===== src/rtl/c8ie_pkg.sv =====
package c8ie_pkg;

  // Stream payload widths.
  localparam int IN_TDATA_W  = 24;
  localparam int RES_W       = 49;
  localparam int OUT_TDATA_W = 56;

  // Program counter value after reset.
  localparam logic [11:0] START_RESET = 12'h200;

  // Whole-word opcodes.
  localparam logic [15:0] OP_CLS = 16'h00E0;
  localparam logic [15:0] OP_RET = 16'h00EE;

  // Register indexes with a special role.
  localparam logic [3:0] REG_0 = 4'h0;
  localparam logic [3:0] REG_F = 4'hF;

  // Top opcode nibble.
  localparam logic [3:0] K_SYS     = 4'h0;
  localparam logic [3:0] K_JP      = 4'h1;
  localparam logic [3:0] K_CALL    = 4'h2;
  localparam logic [3:0] K_SE_IMM  = 4'h3;
  localparam logic [3:0] K_SNE_IMM = 4'h4;
  localparam logic [3:0] K_SE_REG  = 4'h5;
  localparam logic [3:0] K_LD_IMM  = 4'h6;
  localparam logic [3:0] K_ADD_IMM = 4'h7;
  localparam logic [3:0] K_ALU     = 4'h8;
  localparam logic [3:0] K_SNE_REG = 4'h9;
  localparam logic [3:0] K_LD_I    = 4'hA;
  localparam logic [3:0] K_JP_V0   = 4'hB;
  localparam logic [3:0] K_DRW     = 4'hD;
  localparam logic [3:0] K_MISC    = 4'hF;

  // ALU function in the low nibble of 8xyN.
  localparam logic [3:0] ALU_MOV  = 4'h0;
  localparam logic [3:0] ALU_OR   = 4'h1;
  localparam logic [3:0] ALU_AND  = 4'h2;
  localparam logic [3:0] ALU_XOR  = 4'h3;
  localparam logic [3:0] ALU_ADD  = 4'h4;
  localparam logic [3:0] ALU_SUB  = 4'h5;
  localparam logic [3:0] ALU_SHR  = 4'h6;
  localparam logic [3:0] ALU_SUBN = 4'h7;
  localparam logic [3:0] ALU_SHL  = 4'hE;

  // Low byte of Fxkk.
  localparam logic [7:0] FX_LD_VX_DT = 8'h07;
  localparam logic [7:0] FX_LD_KEY   = 8'h0A;
  localparam logic [7:0] FX_LD_DT    = 8'h15;
  localparam logic [7:0] FX_LD_ST    = 8'h18;
  localparam logic [7:0] FX_ADD_I    = 8'h1E;

  // One result beat; the first member sits in the highest bits.
  typedef struct packed {
    logic        end_reached;
    logic        stack_error;
    logic        unsupported;
    logic [11:0] sprite_address;
    logic [3:0]  draw_rows;
    logic [7:0]  draw_y;
    logic [7:0]  draw_x;
    logic        draw_request;
    logic        clear_screen;
    logic [11:0] next_pc;
  } res_t;

  // State updates requested by the execute logic.
  typedef struct packed {
    logic        vx_we;
    logic [3:0]  vx_addr;
    logic [7:0]  vx_data;
    logic        vf_we;
    logic        vf_data;
    logic        i_we;
    logic [11:0] i_data;
    logic        delay_we;
    logic        sound_we;
    logic [7:0]  timer_data;
  } wb_t;

  // Return stack requests and status.
  typedef struct packed {
    logic        push;
    logic        pop;
    logic [11:0] push_addr;
  } stk_ctl_t;

  typedef struct packed {
    logic        empty;
    logic        full;
    logic [11:0] top;
  } stk_sts_t;

endpackage


===== src/rtl/c8ie_ram.sv =====
module c8ie_ram #(
  parameter int WIDTH = 8,
  parameter int DEPTH = 16
) (
  input  logic                                  clk,
  input  logic                                  we,
  input  logic [(DEPTH > 1 ? $clog2(DEPTH) : 1)-1:0] waddr,
  input  logic [WIDTH-1:0]                      wdata,
  input  logic                                  re,
  input  logic [(DEPTH > 1 ? $clog2(DEPTH) : 1)-1:0] raddr_a,
  input  logic [(DEPTH > 1 ? $clog2(DEPTH) : 1)-1:0] raddr_b,
  output logic [WIDTH-1:0]                      rdata_a,
  output logic [WIDTH-1:0]                      rdata_b
);

  logic [WIDTH-1:0] mem [DEPTH];

  // One write port.
  always_ff @(posedge clk) begin
    if (we) begin
      mem[waddr] <= wdata;
    end
  end

  // Two registered read ports; a read in a write cycle returns the old data.
  always_ff @(posedge clk) begin
    if (re) begin
      rdata_a <= mem[raddr_a];
      rdata_b <= mem[raddr_b];
    end
  end

endmodule


===== src/rtl/c8ie_stack.sv =====
module c8ie_stack import c8ie_pkg::*; #(
  parameter int STACK_DEPTH = 16
) (
  input  logic     clk,
  input  logic     rst,
  input  stk_ctl_t ctl,
  output stk_sts_t sts
);

  localparam int LVLW = $clog2(STACK_DEPTH + 1);
  localparam int IDXW = (STACK_DEPTH > 1) ? $clog2(STACK_DEPTH) : 1;

  logic [11:0]     entries [STACK_DEPTH];
  logic [LVLW-1:0] level;
  logic [LVLW-1:0] level_dec;

  assign level_dec = level - LVLW'(1);

  // Fill level; the execute logic only pushes when not full and pops when not empty.
  always_ff @(posedge clk) begin
    if (rst) begin
      level <= '0;
    end else if (ctl.push) begin
      level <= level + LVLW'(1);
    end else if (ctl.pop) begin
      level <= level_dec;
    end
  end

  // Entries hold no reset value; a pop only reads what a push wrote.
  always_ff @(posedge clk) begin
    if (ctl.push) begin
      entries[level[IDXW-1:0]] <= ctl.push_addr;
    end
  end

  assign sts.empty = (level == '0);
  assign sts.full  = (level >= LVLW'(STACK_DEPTH));
  assign sts.top   = entries[level_dec[IDXW-1:0]];

endmodule


===== src/rtl/c8ie_exec.sv =====
module c8ie_exec import c8ie_pkg::*; (
  input  logic [15:0] opcode,
  input  logic [3:0]  key_value,
  input  logic [7:0]  vx,
  input  logic [7:0]  vy,
  input  logic [7:0]  v0,
  input  logic [11:0] i_reg,
  input  logic [11:0] pc,
  input  logic [7:0]  delay_value,
  input  stk_sts_t    stk,
  output stk_ctl_t    stk_ctl,
  output wb_t         wb,
  output res_t        res
);

  logic [3:0]  kind;
  logic [3:0]  x;
  logic [3:0]  n;
  logic [7:0]  kk;
  logic [11:0] nnn;
  logic [12:0] pc2;
  logic [12:0] pc4;
  logic [12:0] next;
  logic [8:0]  sum9;

  assign kind = opcode[15:12];
  assign x    = opcode[11:8];
  assign n    = opcode[3:0];
  assign kk   = opcode[7:0];
  assign nnn  = opcode[11:0];
  assign pc2  = {1'b0, pc} + 13'd2;
  assign pc4  = {1'b0, pc} + 13'd4;
  assign sum9 = {1'b0, vx} + {1'b0, vy};

  // Decode and execute one opcode.
  always_comb begin
    next              = pc2;
    wb                = '0;
    wb.vx_addr        = x;
    wb.timer_data     = vx;
    stk_ctl           = '0;
    stk_ctl.push_addr = pc2[11:0];
    res               = '0;

    if (opcode == OP_CLS) begin
      res.clear_screen = 1'b1;
    end else if (opcode == OP_RET) begin
      if (stk.empty) begin
        res.stack_error = 1'b1;
      end else begin
        stk_ctl.pop = 1'b1;
        next        = {1'b0, stk.top};
      end
    end else begin
      case (kind)
        K_SYS: res.unsupported = 1'b1;
        K_JP: next = {1'b0, nnn};
        K_CALL: begin
          // A full stack drops the push but still jumps.
          if (stk.full) begin
            res.stack_error = 1'b1;
          end else begin
            stk_ctl.push = 1'b1;
          end
          next = {1'b0, nnn};
        end
        K_SE_IMM: if (vx == kk) next = pc4;
        K_SNE_IMM: if (vx != kk) next = pc4;
        K_SE_REG: if (vx == vy) next = pc4;
        K_SNE_REG: if (vx != vy) next = pc4;
        K_LD_IMM: begin
          wb.vx_we   = 1'b1;
          wb.vx_data = kk;
        end
        K_ADD_IMM: begin
          wb.vx_we   = 1'b1;
          wb.vx_data = vx + kk;
        end
        K_ALU: begin
          wb.vx_we = 1'b1;
          case (n)
            ALU_MOV: wb.vx_data = vy;
            ALU_OR:  wb.vx_data = vx | vy;
            ALU_AND: wb.vx_data = vx & vy;
            ALU_XOR: wb.vx_data = vx ^ vy;
            ALU_ADD: begin
              wb.vx_data = sum9[7:0];
              wb.vf_we   = 1'b1;
              wb.vf_data = sum9[8];
            end
            ALU_SUB: begin
              wb.vx_data = vx - vy;
              wb.vf_we   = 1'b1;
              wb.vf_data = (vx >= vy);
            end
            ALU_SHR: begin
              wb.vx_data = {1'b0, vy[7:1]};
              wb.vf_we   = 1'b1;
              wb.vf_data = vy[0];
            end
            ALU_SUBN: begin
              wb.vx_data = vy - vx;
              wb.vf_we   = 1'b1;
              wb.vf_data = (vy >= vx);
            end
            ALU_SHL: begin
              wb.vx_data = {vy[6:0], 1'b0};
              wb.vf_we   = 1'b1;
              wb.vf_data = vy[7];
            end
            default: begin
              wb.vx_we        = 1'b0;
              res.unsupported = 1'b1;
            end
          endcase
        end
        K_LD_I: begin
          wb.i_we   = 1'b1;
          wb.i_data = nnn;
        end
        K_JP_V0: next = {1'b0, nnn} + {5'b0, v0};
        K_DRW: begin
          res.draw_request   = 1'b1;
          res.draw_x         = vx;
          res.draw_y         = vy;
          res.draw_rows      = n;
          res.sprite_address = i_reg;
        end
        K_MISC: begin
          case (kk)
            FX_LD_VX_DT: begin
              wb.vx_we   = 1'b1;
              wb.vx_data = delay_value;
            end
            FX_LD_KEY: begin
              wb.vx_we   = 1'b1;
              wb.vx_data = {4'b0, key_value};
            end
            FX_LD_DT: wb.delay_we = 1'b1;
            FX_LD_ST: wb.sound_we = 1'b1;
            FX_ADD_I: begin
              wb.i_we   = 1'b1;
              wb.i_data = i_reg + {4'b0, vx};
            end
            default: res.unsupported = 1'b1;
          endcase
        end
        default: res.unsupported = 1'b1;
      endcase
    end

    res.next_pc     = next[11:0];
    res.end_reached = next[12];
  end

endmodule


===== src/rtl/chip8_instruction_execute.sv =====
// CHIP-8 instruction executor.
// The input stream carries one beat per fetched instruction: the opcode and the
// current keypad code. Each beat gives exactly one result beat with the next PC,
// clear and draw requests and the error flags. The start address register is
// written through cfg_wr_en/cfg_wr_data and also loads the PC at once; write it
// only while no instruction is in flight.
// An accepted beat is executed from the input register and its result is
// registered in the result register that drives m_tvalid. Throughput: one
// instruction per cycle while the receiver does not stall. The V register file
// is a two-read RAM read when the beat is accepted; a write by the instruction
// ahead is forwarded. Reset clears V0..VE (through valid bits), VF, I, the
// stack level, timers and pipeline, and sets PC and start address to 0x200.
// When the receiver stalls, the result stays on m_tdata and one more beat may
// wait in the input register; s_tready drops only when both are full.
module chip8_instruction_execute import c8ie_pkg::*; #(
  parameter int STACK_DEPTH = 16
) (
  input  logic                   clk,
  input  logic                   rst,
  input  logic                   s_tvalid,
  output logic                   s_tready,
  // opcode[15:0], key_value[19:16], zero fill
  input  logic [IN_TDATA_W-1:0]  s_tdata,
  output logic                   m_tvalid,
  input  logic                   m_tready,
  // next_pc[11:0], clear_screen[12], draw_request[13], draw_x[21:14],
  // draw_y[29:22], draw_rows[33:30], sprite_address[45:34], unsupported[46],
  // stack_error[47], end_reached[48], zero fill
  output logic [OUT_TDATA_W-1:0] m_tdata,
  input  logic                   cfg_wr_en,
  input  logic [11:0]            cfg_wr_data
);

  // Input register.
  logic        s1_valid;
  logic [15:0] s1_op;
  logic [3:0]  s1_key;

  // Architectural state outside the RAM.
  logic [11:0] start_address;
  logic [11:0] pc;
  logic [11:0] i_reg;
  logic [7:0]  delay_value;
  logic [7:0]  sound_value;
  logic [7:0]  vf;
  logic [7:0]  v0;
  logic [15:0] vld;

  // RAM read capture and forwarding.
  logic [7:0]  rd_x;
  logic [7:0]  rd_y;
  logic        vld_x;
  logic        vld_y;
  logic        fwd_x;
  logic        fwd_y;
  logic [7:0]  fwd_data;

  logic        in_fire;
  logic        fire;
  logic        ram_we;
  logic [3:0]  in_x;
  logic [3:0]  in_y;
  logic [3:0]  s1_x;
  logic [3:0]  s1_y;
  logic [7:0]  vx;
  logic [7:0]  vy;

  stk_ctl_t    stk_ctl;
  stk_ctl_t    stk_ctl_gated;
  stk_sts_t    stk_sts;
  wb_t         wb;
  res_t        res;
  res_t        res_q;
  logic        out_valid;

  assign fire     = s1_valid && (!out_valid || m_tready);
  assign s_tready = !s1_valid || fire;
  assign in_fire  = s_tvalid && s_tready;
  assign in_x     = s_tdata[11:8];
  assign in_y     = s_tdata[7:4];
  assign s1_x     = s1_op[11:8];
  assign s1_y     = s1_op[7:4];
  assign ram_we   = fire && wb.vx_we && (wb.vx_addr != REG_F);

  // Input beat register.
  always_ff @(posedge clk) begin
    if (rst) begin
      s1_valid <= 1'b0;
    end else if (s_tready) begin
      s1_valid <= s_tvalid;
    end
  end

  always_ff @(posedge clk) begin
    if (in_fire) begin
      s1_op  <= s_tdata[15:0];
      s1_key <= s_tdata[19:16];
    end
  end

  // V0..VE live in the RAM; VF is kept in flops since it takes a second write.
  c8ie_ram #(
    .WIDTH(8),
    .DEPTH(16)
  ) u_vregs (
    .clk     (clk),
    .we      (ram_we),
    .waddr   (wb.vx_addr),
    .wdata   (wb.vx_data),
    .re      (in_fire),
    .raddr_a (in_x),
    .raddr_b (in_y),
    .rdata_a (rd_x),
    .rdata_b (rd_y)
  );

  // Capture valid bits and the write that lands in the same cycle as the read.
  always_ff @(posedge clk) begin
    if (in_fire) begin
      vld_x    <= vld[in_x];
      vld_y    <= vld[in_y];
      fwd_x    <= ram_we && (wb.vx_addr == in_x);
      fwd_y    <= ram_we && (wb.vx_addr == in_y);
      fwd_data <= wb.vx_data;
    end
  end

  // An entry never written reads as zero.
  always_ff @(posedge clk) begin
    if (rst) begin
      vld <= '0;
    end else if (ram_we) begin
      vld[wb.vx_addr] <= 1'b1;
    end
  end

  assign vx = (s1_x == REG_F) ? vf : fwd_x ? fwd_data : vld_x ? rd_x : 8'd0;
  assign vy = (s1_y == REG_F) ? vf : fwd_y ? fwd_data : vld_y ? rd_y : 8'd0;

  c8ie_exec u_exec (
    .opcode      (s1_op),
    .key_value   (s1_key),
    .vx          (vx),
    .vy          (vy),
    .v0          (v0),
    .i_reg       (i_reg),
    .pc          (pc),
    .delay_value (delay_value),
    .stk         (stk_sts),
    .stk_ctl     (stk_ctl),
    .wb          (wb),
    .res         (res)
  );

  always_comb begin
    stk_ctl_gated      = stk_ctl;
    stk_ctl_gated.push = stk_ctl.push && fire;
    stk_ctl_gated.pop  = stk_ctl.pop && fire;
  end

  c8ie_stack #(
    .STACK_DEPTH(STACK_DEPTH)
  ) u_stack (
    .clk (clk),
    .rst (rst),
    .ctl (stk_ctl_gated),
    .sts (stk_sts)
  );

  // Start address and program counter.
  always_ff @(posedge clk) begin
    if (rst) begin
      start_address <= START_RESET;
      pc            <= START_RESET;
    end else if (cfg_wr_en) begin
      start_address <= cfg_wr_data;
      pc            <= cfg_wr_data;
    end else if (fire) begin
      pc <= res.next_pc;
    end
  end

  // Index register and timers.
  always_ff @(posedge clk) begin
    if (rst) begin
      i_reg       <= '0;
      delay_value <= '0;
      sound_value <= '0;
    end else if (fire) begin
      if (wb.i_we) begin
        i_reg <= wb.i_data;
      end
      if (wb.delay_we) begin
        delay_value <= wb.timer_data;
      end
      if (wb.sound_we) begin
        sound_value <= wb.timer_data;
      end
    end
  end

  // VF takes the flag over the ALU result; V0 is mirrored for BNNN.
  always_ff @(posedge clk) begin
    if (rst) begin
      vf <= '0;
      v0 <= '0;
    end else if (fire) begin
      if (wb.vf_we) begin
        vf <= {7'b0, wb.vf_data};
      end else if (wb.vx_we && (wb.vx_addr == REG_F)) begin
        vf <= wb.vx_data;
      end
      if (wb.vx_we && (wb.vx_addr == REG_0)) begin
        v0 <= wb.vx_data;
      end
    end
  end

  // Result register.
  always_ff @(posedge clk) begin
    if (rst) begin
      out_valid <= 1'b0;
    end else if (fire) begin
      out_valid <= 1'b1;
    end else if (m_tready) begin
      out_valid <= 1'b0;
    end
  end

  always_ff @(posedge clk) begin
    if (fire) begin
      res_q <= res;
    end
  end

  assign m_tvalid = out_valid;
  assign m_tdata  = {(OUT_TDATA_W - RES_W)'(0), res_q};

endmodule


===== config.mk =====
export PLATFORM = sky130hd
export DESIGN_NAME = chip8_instruction_execute
export DESIGN_NICKNAME = d
export VERILOG_FILES = /design/src/rtl/c8ie_pkg.sv /design/src/rtl/c8ie_ram.sv /design/src/rtl/c8ie_stack.sv /design/src/rtl/c8ie_exec.sv /design/src/rtl/chip8_instruction_execute.sv
export SDC_FILE = /design/constraint.sdc
export NUM_CORES = 1
export LEC_CHECK = 0
export BUFFER_PORTS_ARGS = -buffer_cell sky130_fd_sc_hd__buf_2
export CELL_PAD_IN_SITES_DETAIL_PLACEMENT = 0
export CELL_PAD_IN_SITES_GLOBAL_PLACEMENT = 1
export CORE_AREA = 5 5 211 213
export CTS_BUF_LIST = sky130_fd_sc_hd__clkbuf_8
export DETAILED_ROUTE_END_ITERATION = 7
export DIE_AREA = 0 0 216 218
export PLACE_DENSITY_LB_ADDON = 0.2
export SKIP_LAST_GASP = 1
export SYNTH_ARGS = -nofsm -noshare
export SYNTH_HDL_FRONTEND = slang
export SYNTH_SLANG_ARGS = --single-unit

===== constraint.sdc =====
create_clock -name clk -period 9.97 [get_ports clk]
set_input_delay 0.4985 -clock clk [delete_from_list [all_inputs] [get_ports clk]]
set_output_delay 0.4985 -clock clk [all_outputs]
set_load 0.02 [all_outputs]

==> results.cfg <==
[setup_path]
rrSetupSlack_ns = 4.25
path_cells = nand4_1 > nor2_1 > a21o_1 > inv_1 > fa_1 > a21o_1 > a21oi_1 > o21bai_1 > a21oi_1 > mux2i_1 > o31ai_1 > nand4_1 > a32o_1
critical-path-max-stage-delay_ns = 0.82
setup.worst_path.class = reg2reg
worst_reg2reg_path_length_in_cells = 13
crit_required_ns = 10.50
critical_path.endpoint_type = register
worstPathArrival_ns = 6.26
timing.critical_path.from_type = register
standard_cell_with_the_maximum_stage_delay_on_the_critical_path = sky130_fd_sc_hd__edfxtp_1
worstPathMaxFanout = 19
crit-reg2reg-launch = s1_op[9]
ff_to_ff_end = vf[6]

[floorplanning]
floorplan.core_area_um2 = 42510
initial_core_utilization_pct = 57.19
core.rowCount = 76
number_of_top_level_design_ports = 99
dieArea_um2 = 47090
chipHeight_um = 218
die_width_um = 216

[global_route]
via_count_of_the_first_global_routing_pass = 15988
global_route.overflow_total = 0
grt_pass1_wl_mm = 95.87
maximum_number_of_pins_on_one_net_before_global_route_repair = 63
grtUsageTotal_pct = 26.74
antenna_found_initial = 0

[sta]
post-route-min-period_ns = 5.724
post-route-period-util_pct = 57.41
tightest_slew_ns = 1.392
rsz0062_at_grt = no
layout_setup_ws_ns = 4.246
setup_viol = 0
timing.final.max_slew_violations = 0
worst_clock_skew_ns = 0.03177
fmax_mhz = 174.7
max-slew-margin-rel_pct = 6.913
fin_hold_ws_ns = 0.03765
final.setup.tns_ns = 0
hold_viol = 0

[route]
postRouteWirelength_mm = 62.72
first_iter_violations = 1526
viasPerCell = 6.333
detailedRoute.firstPassIterationCount = 6
detail-route-antenna-nets = 0
detailroute.via_count = 15933
routedWlPerCell_um = 24.93
drc = 0

[yosys]
synth-edff-count = 417
synth_area_leaders = sky130_fd_sc_hd__edfxtp_1 52%, sky130_fd_sc_hd__mux4_2 14%, sky130_fd_sc_hd__dfxtp_1 5.8%
syn-mean-instance-area_um2 = 13.67
ys_warn_count = 0
synthDistinctLibCells = 85
synth-seq-area-share_pct = 57.36
ys_seq_elements = 488
yosys.area.top_type = sky130_fd_sc_hd__edfxtp_1
synthDominantCellAreaShare_pct = 51.51
async_flop_share_pct = 0
ys_dominant_reg_cell = sky130_fd_sc_hd__edfxtp_1
postSynthCellCount = 1778
cell_area_after_synthesis_um2 = 24310

[clocking]
clk-insertion-delay-late_ns = 0.66
cts_tree = built
clock_tree.root_cell = sky130_fd_sc_hd__clkbuf_8
ctsHtreeMaxLevel = 3
post_cts_buffers = 0
clockBufferDepth = 3
clkTransAtPathRegs_ns = 0.06
cts_resized = 0
post_cts_hold_buffer_count = 10
clock_sinks = 488
cts_made_buffers = 78

[min_path]
worst_hold_path_type = in2reg
worst_hold_start = s_tdata[15]
hold_path_end = s1_op[15]
holdPathStages = 1

[cells_and_area]
n_antenna_cell = 0
drive_gt1_share_pct = 21.62
syn_to_final_growth_pct = 11.13
num-fill-cells = 3130
largest_register_ffs = 192
final_core_util_pct = 63.55
fin_nets = 2017

[job]
maximum_capacitance_violations = 0

[run_status]
run_status = complete, no violations

[pwr]
power.static_leakage_nw = 9.493
vdd_ir_drop_max_v = 0.0001402
power_density_nw_per_um2 = 160.6

[placement]
gp_routability_congestion = 0.9359
io_buffers = 87
detailed_place_hpwl_mm = 42.01
post-place-ws_ns = 4.261
-- per-stage QoR --
stage	cell area (µm²)	std cells	power (W)
after CTS	27010	2516	0.004374
after detailed placement	25420	2363	0.002755
final	27010	2516	0.004338
after floorplan	24360	1792	0.002618
after global placement	25420	2363	0.002750
after global routing	27010	2516	0.004514
-- placed cells by master (no fill, tap or decap), types with 11 or more instances in the layout --
cell type | netlist | final
sky130_fd_sc_hd__edfxtp_1 | 417 | 417
sky130_fd_sc_hd__xor2_1 | 12 | 12
sky130_fd_sc_hd__nand3_1 | 23 | 23
sky130_fd_sc_hd__nand4_1 | 17 | 17
sky130_fd_sc_hd__nor3_2 | 6 | 11
sky130_fd_sc_hd__nor2_1 | 169 | 169
sky130_fd_sc_hd__xnor2_1 | 37 | 35
sky130_fd_sc_hd__buf_4 | 7 | 49
sky130_fd_sc_hd__and2_1 | 14 | 13
sky130_fd_sc_hd__mux4_2 | 147 | 147
sky130_fd_sc_hd__a21oi_1 | 76 | 76
sky130_fd_sc_hd__a31oi_1 | 11 | 11
sky130_fd_sc_hd__buf_2 | 12 | 87
sky130_fd_sc_hd__conb_1 | 1 | 15
sky130_fd_sc_hd__clkbuf_8 | 0 | 86
sky130_fd_sc_hd__nor3_1 | 45 | 40
sky130_fd_sc_hd__nand2_1 | 94 | 94
sky130_fd_sc_hd__a21o_1 | 19 | 19
sky130_fd_sc_hd__and3_1 | 11 | 11
sky130_fd_sc_hd__mux2i_1 | 28 | 28
sky130_fd_sc_hd__or3_1 | 14 | 14
sky130_fd_sc_hd__clkinv_1 | 0 | 12
sky130_fd_sc_hd__inv_1 | 61 | 89
sky130_fd_sc_hd__a221oi_1 | 16 | 16
sky130_fd_sc_hd__o21a_1 | 24 | 24
sky130_fd_sc_hd__a22oi_1 | 28 | 28
sky130_fd_sc_hd__nand2b_1 | 19 | 19
sky130_fd_sc_hd__nor2b_1 | 21 | 21
sky130_fd_sc_hd__dfxtp_1 | 71 | 70
sky130_fd_sc_hd__ha_1 | 63 | 62
sky130_fd_sc_hd__a211oi_1 | 13 | 13
sky130_fd_sc_hd__o21ai_0 | 57 | 55
-- where the power goes --
part,internal (W),switching (W)
Combinational,0.000158,0.000274
Sequential,0.00226,0.0000315
Clock,0.000830,0.000787
Total,0.00325,0.00109
-- worst max-delay path by stage --
stage          slack, ns              from     end  cells after the start
2_1_floorplan       5.74  u_stack.level[0]  pc[11]                     12
3_3_place_gp        4.50          s1_op[9]   vf[6]                     13
3_5_place_dp        4.26          s1_op[9]   vf[6]                     13
4_1_cts             4.26          s1_op[9]   vf[6]                     13
5_1_grt             3.91          s1_op[8]   vf[6]                     13
6_report            4.25          s1_op[9]   vf[6]                     13
-- worst max-delay path: cells and delay by family (launching register included) --
kind / cells / cell delay [ns]
AO/OA/AOI/OAI: 7 / 2.03
multiplexers: 1 / 0.12
buffers and inverters: 1 / 0.27
adder cells (fa/ha/maj): 1 / 0.47
AND/OR/NAND/NOR: 3 / 1.86
flip-flops: 1 / 0.82
-- cell usage after synthesis, types with 6 or more instances --
master,n
sky130_fd_sc_hd__nand2b_1,19
sky130_fd_sc_hd__xnor2_1,37
sky130_fd_sc_hd__nor3_1,45
sky130_fd_sc_hd__nor2b_1,21
sky130_fd_sc_hd__nand4_1,17
sky130_fd_sc_hd__ha_1,63
sky130_fd_sc_hd__o21ai_0,57
sky130_fd_sc_hd__inv_1,61
sky130_fd_sc_hd__xor2_1,12
sky130_fd_sc_hd__and3_1,11
sky130_fd_sc_hd__a211o_1,8
sky130_fd_sc_hd__nand3_1,23
sky130_fd_sc_hd__a22oi_1,28
sky130_fd_sc_hd__o21bai_1,7
sky130_fd_sc_hd__buf_1,17
sky130_fd_sc_hd__nor3_2,6
sky130_fd_sc_hd__fa_1,6
sky130_fd_sc_hd__or3_1,14
sky130_fd_sc_hd__buf_4,7
sky130_fd_sc_hd__edfxtp_1,417
sky130_fd_sc_hd__and2_1,14
sky130_fd_sc_hd__a221oi_1,16
sky130_fd_sc_hd__o22ai_1,7
sky130_fd_sc_hd__a21boi_0,6
sky130_fd_sc_hd__a21o_1,19
sky130_fd_sc_hd__mux2i_1,28
sky130_fd_sc_hd__nor2_1,169
sky130_fd_sc_hd__a31oi_1,11
sky130_fd_sc_hd__nand2_1,94
sky130_fd_sc_hd__clkbuf_1,73
sky130_fd_sc_hd__o31ai_1,6
sky130_fd_sc_hd__buf_2,12
sky130_fd_sc_hd__a21oi_1,76
sky130_fd_sc_hd__a211oi_1,13
sky130_fd_sc_hd__o211ai_1,10
sky130_fd_sc_hd__mux4_2,147
sky130_fd_sc_hd__o21a_1,24
sky130_fd_sc_hd__dfxtp_1,71
-- per-layer routing --
| metal | up-vias | global-route usage (%) | part of all wire [%] |
|---|---|---|---|
| met4 | 0 | 9.561 | 3.6 |
| li1 | 7192 | - | - |
| met5 | - | 0 | 0 |
| met1 | 7953 | 36.63 | 41 |
| met2 | 654 | 43.11 | 48 |
| met3 | 134 | 5.637 | 7.4 |
-- layout make-up --
cell class                 instances  area, µm²  share of cell area (%)
inverter                          62      237.7                  0.8800
timing repair buffer             146      903.4                   3.344
tap                              546      683.2                   2.529
multi-input combinational       1131       9753                   36.10
sequential                       488      13950                   51.63
clock buffer                      86       1184                   4.382
clock inverter                    57      305.3                   1.130
-- logic make-up (layout without fill, tap and decap cells) --
group                    Yosys count  in the layout  share of synthesized area (%)
AO/OA/AOI/OAI                    346            346                          9.754
XOR/XNOR                          49             49                          1.765
adder cells (fa/ha/maj)           69             69                          3.737
buffers and inverters            173            351                          2.939
flip-flops                       488            488                          57.36
multiplexers                     176            176                          14.82
other                              1             15                        0.01543
AND/OR/NAND/NOR                  476            476                          9.610
Note: power is estimated with default switching activity, not from simulation.
